===== src/rtl/heater_status_packet_decoder_assert.svh =====
// Assertion macros for the heater status packet decoder.
// Included by the top level; no other dependencies.
`ifndef HEATER_STATUS_PACKET_DECODER_ASSERT_SVH
`define HEATER_STATUS_PACKET_DECODER_ASSERT_SVH

// Same-cycle implication, disabled while reset is asserted.
`define HSPD_ASSERT_IMPL(label, clk, rst_n, ante, cons, msg) \
    label: assert property (@(posedge clk) disable iff (!(rst_n)) (ante) |-> (cons)) \
        else $error(msg);

// Next-cycle implication, disabled while reset is asserted.
`define HSPD_ASSERT_NEXT(label, clk, rst_n, ante, cons, msg) \
    label: assert property (@(posedge clk) disable iff (!(rst_n)) (ante) |=> (cons)) \
        else $error(msg);

`endif


===== src/rtl/hspd_pkg.sv =====
// Package for the heater status packet decoder: codes, constants, types.
// No dependencies.
package hspd_pkg;

    // Error codes of a result word
    typedef enum logic [2:0] {
        ERR_OK           = 3'd0,
        ERR_SHORT        = 3'd1,
        ERR_HEADER       = 3'd2,
        ERR_TEMP_INVALID = 3'd3,
        ERR_TEMP_INSANE  = 3'd4
    } t_err;

    localparam int unsigned CNT_W = 4;

    // Packet layout
    localparam logic [CNT_W-1:0] PKT_MIN_LEN      = 4'd13;
    localparam logic [CNT_W-1:0] POS_HDR0         = 4'd0;
    localparam logic [CNT_W-1:0] POS_HDR1         = 4'd1;
    localparam logic [CNT_W-1:0] POS_HDR2         = 4'd2;
    localparam logic [CNT_W-1:0] POS_STATUS_FIRST = 4'd3;
    localparam logic [CNT_W-1:0] POS_STATUS_SEC   = 4'd4;
    localparam logic [CNT_W-1:0] POS_WHOLE_DEG    = 4'd5;
    localparam logic [CNT_W-1:0] POS_POWER_HI     = 4'd6;
    localparam logic [CNT_W-1:0] POS_POWER_LO     = 4'd7;
    localparam logic [CNT_W-1:0] POS_TEMP_HI      = 4'd10;
    localparam logic [CNT_W-1:0] POS_TEMP_LO      = 4'd11;

    localparam logic [7:0] HDR_BYTE0 = 8'h5b;
    localparam logic [7:0] HDR_BYTE1 = 8'h03;
    localparam logic [7:0] HDR_BYTE2 = 8'h0e;

    // Raw temperature limits, tenths of a degree Celsius
    localparam logic [15:0] RAW_ABSENT   = 16'hffff;
    localparam logic [15:0] RAW_UNREAD   = 16'hfffe;
    localparam logic [15:0] RAW_TEMP_MAX = 16'd600;
    localparam logic [15:0] RAW_SANE_LO  = 16'd50;
    localparam logic [15:0] RAW_SANE_HI  = 16'd450;

    // Fahrenheit offset in hundredths: 32.00 F
    localparam logic [13:0] F_OFFSET = 14'd3200;

    // Packet state collected so far
    typedef struct packed {
        logic [CNT_W-1:0] byte_count;
        logic             header_good;
        logic [7:0]       status_first;
        logic [7:0]       status_second;
        logic [7:0]       whole_degree;
        logic [15:0]      power;
        logic [15:0]      temp_tenths;
    } t_held;

    // One decoded result word
    typedef struct packed {
        t_err        error_code;
        logic [7:0]  status_first;
        logic [7:0]  status_second;
        logic [7:0]  whole_degree_byte;
        logic [15:0] power_watts;
        logic        heating_now;
        logic [8:0]  temp_c_tenths;
        logic [13:0] temp_f_hundredths;
    } t_result;

endpackage


===== src/rtl/hspd_ifs.sv =====
// Valid/ready channel interfaces of the heater status packet decoder.
// Byte channel in, result channel out; no dependencies.
interface hspd_byte_if;
    logic       valid;
    logic       ready;
    logic [7:0] data_byte;
    logic       last_byte;

    modport source (output valid, output data_byte, output last_byte, input ready);
    modport sink   (input valid, input data_byte, input last_byte, output ready);
endinterface

interface hspd_result_if;
    logic        valid;
    logic        ready;
    logic        decode_ok;
    logic [2:0]  error_code;
    logic [7:0]  status_first;
    logic [7:0]  status_second;
    logic [7:0]  whole_degree_byte;
    logic [15:0] power_watts;
    logic        heating_now;
    logic [8:0]  temp_c_tenths;
    logic [13:0] temp_f_hundredths;

    modport source (output valid, output decode_ok, output error_code,
                    output status_first, output status_second,
                    output whole_degree_byte, output power_watts,
                    output heating_now, output temp_c_tenths,
                    output temp_f_hundredths, input ready);
    modport sink   (input valid, input decode_ok, input error_code,
                    input status_first, input status_second,
                    input whole_degree_byte, input power_watts,
                    input heating_now, input temp_c_tenths,
                    input temp_f_hundredths, output ready);
endinterface


===== src/rtl/hspd_eval.sv =====
// Result evaluation: error priority, field masking, Celsius to Fahrenheit.
// Depends on hspd_pkg.
module hspd_eval (
    input  hspd_pkg::t_held   i_held,
    output hspd_pkg::t_result o_res
);
    import hspd_pkg::*;

    logic        temp_invalid;
    logic        temp_insane;
    logic [8:0]  raw9;
    logic [13:0] f_hundredths;

    // Range checks on the raw temperature
    assign temp_invalid = (i_held.temp_tenths == RAW_ABSENT)
                       || (i_held.temp_tenths == RAW_UNREAD)
                       || (i_held.temp_tenths > RAW_TEMP_MAX);
    assign temp_insane  = (i_held.temp_tenths < RAW_SANE_LO)
                       || (i_held.temp_tenths > RAW_SANE_HI);

    // raw*18 + 3200 as shift-add; only used when raw <= 450
    assign raw9         = i_held.temp_tenths[8:0];
    assign f_hundredths = {1'b0, raw9, 4'b0000} + {4'b0000, raw9, 1'b0} + F_OFFSET;

    always_comb begin
        o_res = '0;
        priority if (i_held.byte_count < PKT_MIN_LEN) begin
            o_res.error_code = ERR_SHORT;
        end else if (!i_held.header_good) begin
            o_res.error_code = ERR_HEADER;
        end else begin
            o_res.status_first      = i_held.status_first;
            o_res.status_second     = i_held.status_second;
            o_res.whole_degree_byte = i_held.whole_degree;
            o_res.power_watts       = i_held.power;
            o_res.heating_now       = (i_held.power != 16'd0);
            priority if (temp_invalid) begin
                o_res.error_code = ERR_TEMP_INVALID;
            end else if (temp_insane) begin
                o_res.error_code = ERR_TEMP_INSANE;
            end else begin
                o_res.error_code        = ERR_OK;
                o_res.temp_c_tenths     = raw9;
                o_res.temp_f_hundredths = f_hundredths;
            end
        end
    end

endmodule


===== src/rtl/heater_status_packet_decoder.sv =====
// A result word is registered and valid in the cycle after the last byte is accepted.
// One byte per cycle while the output register is free.
// The single output register frees in the cycle its word is taken, so input
// keeps flowing as long as the result sink takes each word.
// Reset (i_rst_n low, synchronous): byte count cleared, header flag set,
// output register empty. Depends on hspd_pkg, hspd_ifs, hspd_eval.
`include "heater_status_packet_decoder_assert.svh"

module heater_status_packet_decoder (
    input  logic          i_clk,
    input  logic          i_rst_n,
    hspd_byte_if.sink     i_pkt,
    hspd_result_if.source o_res
);
    import hspd_pkg::*;

    t_held   r_held;
    t_held   n_held;
    t_result w_res;
    t_result r_res;
    logic    r_out_valid;
    logic    in_accept;

    // Output register is free when empty or being drained
    assign i_pkt.ready = !r_out_valid || o_res.ready;
    assign in_accept   = i_pkt.valid && i_pkt.ready;

    // Fold the incoming byte into the packet state
    always_comb begin
        n_held = r_held;
        if (r_held.byte_count < PKT_MIN_LEN) begin
            n_held.byte_count = r_held.byte_count + 4'd1;
            unique case (r_held.byte_count)
                POS_HDR0:         if (i_pkt.data_byte != HDR_BYTE0) n_held.header_good = 1'b0;
                POS_HDR1:         if (i_pkt.data_byte != HDR_BYTE1) n_held.header_good = 1'b0;
                POS_HDR2:         if (i_pkt.data_byte != HDR_BYTE2) n_held.header_good = 1'b0;
                POS_STATUS_FIRST: n_held.status_first  = i_pkt.data_byte;
                POS_STATUS_SEC:   n_held.status_second = i_pkt.data_byte;
                POS_WHOLE_DEG:    n_held.whole_degree  = i_pkt.data_byte;
                POS_POWER_HI:     n_held.power[15:8]    = i_pkt.data_byte;
                POS_POWER_LO:     n_held.power[7:0]     = i_pkt.data_byte;
                POS_TEMP_HI:      n_held.temp_tenths[15:8] = i_pkt.data_byte;
                POS_TEMP_LO:      n_held.temp_tenths[7:0]  = i_pkt.data_byte;
                default:          ;
            endcase
        end
    end

    hspd_eval u_eval (
        .i_held (n_held),
        .o_res  (w_res)
    );

    // Packet state; restart after the last byte.
    // Captured fields need no reset: each is rewritten before a full packet uses it.
    always_ff @(posedge i_clk) begin
        if (!i_rst_n) begin
            r_held.byte_count  <= '0;
            r_held.header_good <= 1'b1;
        end else if (in_accept) begin
            if (i_pkt.last_byte) begin
                r_held.byte_count  <= '0;
                r_held.header_good <= 1'b1;
            end else begin
                r_held.byte_count  <= n_held.byte_count;
                r_held.header_good <= n_held.header_good;
            end
            r_held.status_first  <= n_held.status_first;
            r_held.status_second <= n_held.status_second;
            r_held.whole_degree  <= n_held.whole_degree;
            r_held.power         <= n_held.power;
            r_held.temp_tenths   <= n_held.temp_tenths;
        end
    end

    // Result register
    always_ff @(posedge i_clk) begin
        if (!i_rst_n) begin
            r_out_valid <= 1'b0;
        end else if (in_accept && i_pkt.last_byte) begin
            r_out_valid <= 1'b1;
        end else if (o_res.ready) begin
            r_out_valid <= 1'b0;
        end
    end

    always_ff @(posedge i_clk) begin
        if (in_accept && i_pkt.last_byte) begin
            r_res <= w_res;
        end
    end

    // Result word
    assign o_res.valid             = r_out_valid;
    assign o_res.decode_ok         = (r_res.error_code == ERR_OK);
    assign o_res.error_code        = r_res.error_code;
    assign o_res.status_first      = r_res.status_first;
    assign o_res.status_second     = r_res.status_second;
    assign o_res.whole_degree_byte = r_res.whole_degree_byte;
    assign o_res.power_watts       = r_res.power_watts;
    assign o_res.heating_now       = r_res.heating_now;
    assign o_res.temp_c_tenths     = r_res.temp_c_tenths;
    assign o_res.temp_f_hundredths = r_res.temp_f_hundredths;

    // Checks
    `HSPD_ASSERT_NEXT(a_last_restarts, i_clk, i_rst_n, in_accept && i_pkt.last_byte,
        r_out_valid && (r_held.byte_count == '0) && r_held.header_good,
        "last byte did not load a result and restart the packet")
    `HSPD_ASSERT_NEXT(a_count_steps, i_clk, i_rst_n,
        in_accept && !i_pkt.last_byte && (r_held.byte_count < PKT_MIN_LEN),
        r_held.byte_count == ($past(r_held.byte_count) + 4'd1),
        "byte count did not advance on an accepted byte")
    `HSPD_ASSERT_IMPL(a_ok_temp_range, i_clk, i_rst_n, r_out_valid && (r_res.error_code == ERR_OK),
        (r_res.temp_c_tenths >= 9'd50) && (r_res.temp_c_tenths <= 9'd450),
        "ok result with temperature out of range")
    `HSPD_ASSERT_IMPL(a_early_err_zero, i_clk, i_rst_n,
        r_out_valid && ((r_res.error_code == ERR_SHORT) || (r_res.error_code == ERR_HEADER)),
        (r_res.power_watts == 16'd0) && !r_res.heating_now && (r_res.status_first == 8'd0),
        "short or bad-header result carries nonzero fields")

endmodule


===== src/flat_wrapper.sv =====
// flat-port wrapper written by rule: the top's interface ports become plain ports
module heater_status_packet_decoder_flat import hspd_pkg::*;
  (i_clk, i_rst_n, i_pkt_valid, i_pkt_data_byte, i_pkt_last_byte, i_pkt_ready, o_res_valid, o_res_decode_ok, o_res_error_code, o_res_status_first, o_res_status_second, o_res_whole_degree_byte, o_res_power_watts, o_res_heating_now, o_res_temp_c_tenths, o_res_temp_f_hundredths, o_res_ready);
  hspd_byte_if i_pkt_i ();
  hspd_result_if o_res_i ();
  input  logic i_clk;
  input  logic i_rst_n;
  input wire logic [$bits(i_pkt_i.valid)-1:0] i_pkt_valid;
  input wire logic [$bits(i_pkt_i.data_byte)-1:0] i_pkt_data_byte;
  input wire logic [$bits(i_pkt_i.last_byte)-1:0] i_pkt_last_byte;
  output wire logic [$bits(i_pkt_i.ready)-1:0] i_pkt_ready;
  output wire logic [$bits(o_res_i.valid)-1:0] o_res_valid;
  output wire logic [$bits(o_res_i.decode_ok)-1:0] o_res_decode_ok;
  output wire logic [$bits(o_res_i.error_code)-1:0] o_res_error_code;
  output wire logic [$bits(o_res_i.status_first)-1:0] o_res_status_first;
  output wire logic [$bits(o_res_i.status_second)-1:0] o_res_status_second;
  output wire logic [$bits(o_res_i.whole_degree_byte)-1:0] o_res_whole_degree_byte;
  output wire logic [$bits(o_res_i.power_watts)-1:0] o_res_power_watts;
  output wire logic [$bits(o_res_i.heating_now)-1:0] o_res_heating_now;
  output wire logic [$bits(o_res_i.temp_c_tenths)-1:0] o_res_temp_c_tenths;
  output wire logic [$bits(o_res_i.temp_f_hundredths)-1:0] o_res_temp_f_hundredths;
  input wire logic [$bits(o_res_i.ready)-1:0] o_res_ready;
  assign i_pkt_i.valid = i_pkt_valid;
  assign i_pkt_i.data_byte = i_pkt_data_byte;
  assign i_pkt_i.last_byte = i_pkt_last_byte;
  assign i_pkt_ready = i_pkt_i.ready;
  assign o_res_valid = o_res_i.valid;
  assign o_res_decode_ok = o_res_i.decode_ok;
  assign o_res_error_code = o_res_i.error_code;
  assign o_res_status_first = o_res_i.status_first;
  assign o_res_status_second = o_res_i.status_second;
  assign o_res_whole_degree_byte = o_res_i.whole_degree_byte;
  assign o_res_power_watts = o_res_i.power_watts;
  assign o_res_heating_now = o_res_i.heating_now;
  assign o_res_temp_c_tenths = o_res_i.temp_c_tenths;
  assign o_res_temp_f_hundredths = o_res_i.temp_f_hundredths;
  assign o_res_i.ready = o_res_ready;
  heater_status_packet_decoder u_core (.i_clk(i_clk), .i_rst_n(i_rst_n), .i_pkt(i_pkt_i), .o_res(o_res_i));
endmodule

===== config.mk =====
export PLATFORM = sky130hd
export DESIGN_NAME = heater_status_packet_decoder_flat
export DESIGN_NICKNAME = d
export VERILOG_FILES = /design/src/rtl/hspd_pkg.sv /design/src/rtl/hspd_ifs.sv /design/src/rtl/hspd_eval.sv /design/src/rtl/heater_status_packet_decoder.sv /design/src/flat_wrapper.sv
export VERILOG_INCLUDE_DIRS = /design/src /design/src/rtl
export SDC_FILE = /design/constraint.sdc
export NUM_CORES = 1
export LEC_CHECK = 0
export ABC_AREA = 1
export BUFFER_PORTS_ARGS = -buffer_cell sky130_fd_sc_hd__buf_2
export CORE_MARGIN = 2
export CORE_UTILIZATION = 50
export DETAILED_ROUTE_END_ITERATION = 12
export PLACE_DENSITY = 0.71
export REMOVE_ABC_BUFFERS = 1
export SKIP_CTS_REPAIR_TIMING = 1
export SYNTH_ARGS = -nofsm -noshare
export SYNTH_HDL_FRONTEND = slang
export SYNTH_SLANG_ARGS = --single-unit
export TNS_END_PERCENT = 30

===== constraint.sdc =====
create_clock -name i_clk -period 9.9 [get_ports i_clk]
set_clock_uncertainty 0.15 [all_clocks]
set_input_delay 1.98 -clock i_clk [delete_from_list [all_inputs] [get_ports i_clk]]
set_output_delay 1.98 -clock i_clk [all_outputs]
set_load 0.01 [all_outputs]

Word-level counts from Yosys, hierarchy flattened:

Cells that the tools add are included.

* flip-flop bits (word level): 129
* input port bits: 13
* output and inout port bits: 70
* word-level logic and storage cells: 73

* add/sub/neg operators: 3
* magnitude comparators: 5
* eq/ne operators: 14
* multiplexer cells: 18
* bitwise operators: 1
* reductions and logical operators: 15

Operators with widths (number)
* $mux W61: 1
* $mux W8: 7
* $eq A16 B16 Y1 const B: 2
* $eq A4 B3 Y1 const B: 4
* $gt A16 B10 Y1 const B: 1
* $gt A16 B9 Y1 const B: 1
* $lt A16 B6 Y1 const B: 1
* $reduce_bool A16 Y1: 1
* $add A13 B10 Y14: 1
* $add A14 B12 Y14 const B: 1
* $eq A4 B2 Y1 const B: 2
* $eq A4 B4 Y1 const B: 2
* $lt A4 B4 Y1 const B: 2
* $ne A8 B2 Y1 const B: 1
* $ne A8 B4 Y1 const B: 1
* $ne A8 B7 Y1 const B: 1
* $mux W1: 5
* $mux W5: 1
* $add A4 B1 Y4 const B: 1
* $eq A4 B1 Y1 const B: 1
* $logic_not A4 Y1: 1
* $logic_or A1 B1 Y1: 4
* $mux W2: 2
* $reduce_or A4 Y1: 1
* 10 further kinds: 11

Logic depth before layout (Yosys ltp):

* word-level depth: 9
* depth in mapped cells: 18
* mapped depth without buffers: 17

By module:

From an unflattened synthesis, not the netlist that was laid out.

* cell total of the unflattened synthesis: 591
* area, all modules: 6083.3 µm²

Modules (own cells, without submodules)
* heater_status_packet_decoder: instances 1, cells each 345, area each 4819.6 µm², seq. area each 3813.7 µm²
* hspd_eval: instances 1, cells each 246, area each 1263.7 µm², seq. area each 0.0 µm²

Worst setup path before layout:

Ideal clock, no wire load.

* kind: input to register
* start: input port o_res_ready
* end: register u_core.r_held[0] (netlist name) (enable)
* library setup time: 0.470 ns
* data arrival time: 4.668 ns
* data required time: 9.280 ns
* slack: 4.612 ns
* stages: 4
* buffers on the path: 0
* cell sequence: inv_1 -> nand2_1 -> nand2_1 -> nor2_1

* longest elaborated chain between the ends: 3

Ends and longest elaborated chain
* start, declared: line flat_wrapper.sv:22 `input wire logic [$bits(o_res_i.ready)-1:0] o_res_ready;`
* $logic_or A1 B1 Y1: line heater_status_packet_decoder.sv:25 `assign i_pkt.ready = !r_out_valid || o_res.ready;`
* net i_pkt_ready: line flat_wrapper.sv:11 `output wire logic [$bits(i_pkt_i.ready)-1:0] i_pkt_ready;`
* $logic_and A1 B1 Y1: line heater_status_packet_decoder.sv:26 `assign in_accept = i_pkt.valid && i_pkt.ready;`
* $reduce_and A2 Y1 (no line)
* end, declared: line heater_status_packet_decoder.sv:17 `t_held r_held;`

The timed path passes the listed nets, and every way through them passes these cells.
A chain may end at the register's enable or synchronous reset.

Final worst setup path:

* start: input port o_res_ready
* end: output port i_pkt_ready

* longest elaborated chain between the ends: 1

Ends and longest elaborated chain (line)
* $logic_or A1 B1 Y1: heater_status_packet_decoder.sv:25
* end, declared: flat_wrapper.sv:11

Every way passes these cells.

==> metrics.txt <==
Reg-to-Reg End=u_core.o_res.temp_f_hundredths[11]; synth top area cells=edfxtp_1 58%, nand2_1 6.6%, inv_1 5.6%, nor2_1 3.8%, ha_1 3.4%; Netlist cell types=41; hold path depth=2; CTS tree=yes; critical path data arrival time=2.33 ns; clk_lat worst skew=0.41 ns; area grow syn2layout=17.1%; R2R depth=12; share of the synthesized area in the top cell type=57.5%; Hold Path Class=reg -> reg; hold endpoint=u_core.r_held[58]; gr busiest metal=met2; DR DRC count=0; mean post-synth cell area=10.6 sq um; RSZ-0062 raised after global routing=false; status=complete, no violations; cell repeated most along the worst path=buf_2; die footprint=13300 sq um; min-delay src=u_core.r_held[58]; Worst path max stage delay=0.14 ns; Clock Pin Slew Worst Setup and Hold Paths=0.06 ns; yosys synthesis warning count=0; GRT Resource Usage Total=20.3%; maximum vdd drop=0.0000795 V; Placed Area=6700 sq um; largest area contributor in the netlist=edfxtp_1; met3 usage=4.50%; Seq/Total Area, Yosys=59.4%; post-DR vias/cell=5.03; routability cong.=0.856; Final period util=45.0%; dominant synthesized flop cell=edfxtp_1; dpl hpwl=8400 microns; final hold violation count=0; leakage power=3.12 nW; Crit Path Category=in -> out; total grt overflow=0; H-tree Lvls=4; synthesized cell area=6210 sq um; DRT iter0 DRCs=267; list of most frequent post-synthesis cells=119 x edfxtp_1, 109 x nand2_1, 93 x inv_1, 63 x nor2_1, 27 x o21a_1; Std-Cell Rows=40; initial antenna violation count=0; vias in the first global route=4177; Max-slew headroom=25.1%; IO Pins=83; cell area after layout=7280 sq um; Slew Limit Fails=0; # nets final=701; clk buf depth=2; total CTS buffers=17; drt total wl=12600 microns; Sink Count=125; GR Util met1=26.3%; pin count of the biggest net entering global routing=64; Setup crit start kind=input port; I/O Buffers=81; CP max stage cell=buf_2; most numerous cell in the Yosys netlist=edfxtp_1; Starting Density=51.5%; worst setup margin=5.44 ns; f_max=0.224 GHz; worst reg2reg setup slack=6.01 ns; Fill cells=990; WP data required=7.77 ns; Inst Count DP=819; CP max FO=3; crit end category=primary output; ANT nets after route=0; share of cells above drive strength 1=22.0%; final worst path period need=4.46 ns; reg-to-reg critical path startpoint=u_core.r_held[60]; width of the chip=115 microns; Die Ht=115 microns; fin cells=851; FF+latch count, synth=125; DR pass1 iterations=7; # diodes=0; setup TNS=0 ns; CTS root buffer=clkbuf_16; Post-Syn Instances=588; CP cell instances=buf_2, inv_1, nand2_1, buf_2; grt met2 use=32.9%; Placeable Area=12100 sq um; via count=4281; setup violators final=0; Max-Cap Viols=0; EDFF count, synth=119; global-route wire length before repair=20600 microns; Tightest Pin Transition=1.12 ns; Synth async-reset ratio=0%; Place WS=5.08 ns; WL/cell=14.8 microns; pwr dens=179 nW/um^2
-- metrics by stage --
| stage | power (W) | hold WS [ns] | utilization, % |
|---|---|---|---|
| 2_1_floorplan | 0.000679 | 0.351 | - |
| 3_3_place_gp | 0.000708 | 0.386 | 55.6 |
| 3_5_place_dp | 0.000711 | 0.397 | 55.6 |
| 4_1_cts | 0.00131 | 0.404 | 60.3 |
| 5_1_grt | 0.00135 | 0.432 | 60.3 |
| 6_report | 0.00130 | 0.408 | 60.3 |
-- critical path: cells and delay by family --
family / cells / cell delay [ns]
simple gates: 1 / 0.07
buf+inv: 3 / 0.27
-- where the power goes --
part	switching [W]	internal [W]	leakage [nW]
combinational	0.0000649	0.0000299	1.67
clock	0.000213	0.000388	0.284
sequential	0.00000634	0.000600	1.17
-- how the worst max path moves through the flow --
stage                            start                                  to  slack, ns  cells after the start
detailed placement  i_pkt_data_byte[2]  u_core.o_res.temp_f_hundredths[11]       5.08                     13
CTS                        o_res_ready                         i_pkt_ready       5.44                      4
global placement    i_pkt_data_byte[2]  u_core.o_res.temp_f_hundredths[11]       5.19                     13
global route        i_pkt_data_byte[2]  u_core.o_res.temp_f_hundredths[11]       5.23                     13
finish                     o_res_ready                         i_pkt_ready       5.44                      4
floorplan                  o_res_ready                    u_core.r_held[0]       4.61                      4
-- registers in the layout, indices dropped and copies added, names as in the netlist --
signal	cells
u_core.o_res.heating_now	1
u_core.o_res.valid	1
u_core.o_res.temp_f_hundredths	13
u_core.o_res.whole_degree_byte	8
u_core.o_res.status_first	8
u_core.o_res.status_second	8
u_core.o_res.error_code	3
u_core.o_res.power_watts	16
u_core.r_held	61
u_core.o_res.temp_c_tenths	6
-- layout by cell type, fill, tap and decap left out, types with 4 or more instances in the layout --
| master | n |
|---|---|
| nor3b_1 | 16 |
| clkinv_2 | 5 |
| xor2_1 | 7 |
| ha_1 | 17 |
| o21ai_0 | 21 |
| nand2_2 | 5 |
| o21ai_1 | 5 |
| clkbuf_16 | 17 |
| nor4_1 | 4 |
| dfxtp_1 | 6 |
| inv_1 | 92 |
| nor2_1 | 62 |
| nand3_1 | 19 |
| buf_2 | 81 |
| clkbuf_1 | 4 |
| a21oi_1 | 9 |
| nor2_4 | 13 |
| nand2_1 | 109 |
| nor3_1 | 5 |
| o21ai_2 | 4 |
| o21a_1 | 27 |
| edfxtp_1 | 119 |
| nand4_1 | 4 |
-- metal layers --
layer / part of all wire (%) / vias to the layer above
met3: 5.7 / 23
met2: 48 / 146
met4: 2.6 / 0
met1: 43 / 2001
met5: 0 / -
li1: - / 2111
-- cells by family (layout without fill, tap and decap cells) --
logic type	count (synthesis)	count (layout)	share of synthesized area [%]
compound gates	70	70	7.29
xor+xnor	8	8	1.13
fa+ha+maj	18	18	3.75
buf+inv	116	211	8.34
flops	125	125	59.4
other cells	1	1	0.0604
simple gates	250	250	20.0
-- cell type report --
type	count	area (sq um)	share of cell area, %
Multi-Input combinational cell	347	2010	27.6
Tap cell	168	210	2.89
Clock inverter	8	92.6	1.27
Sequential cell	125	3690	50.8
Inverter	96	368	5.06
Clock buffer	24	482	6.62
Timing Repair Buffer	83	420	5.78
Power figures use the tool's default switching activity.
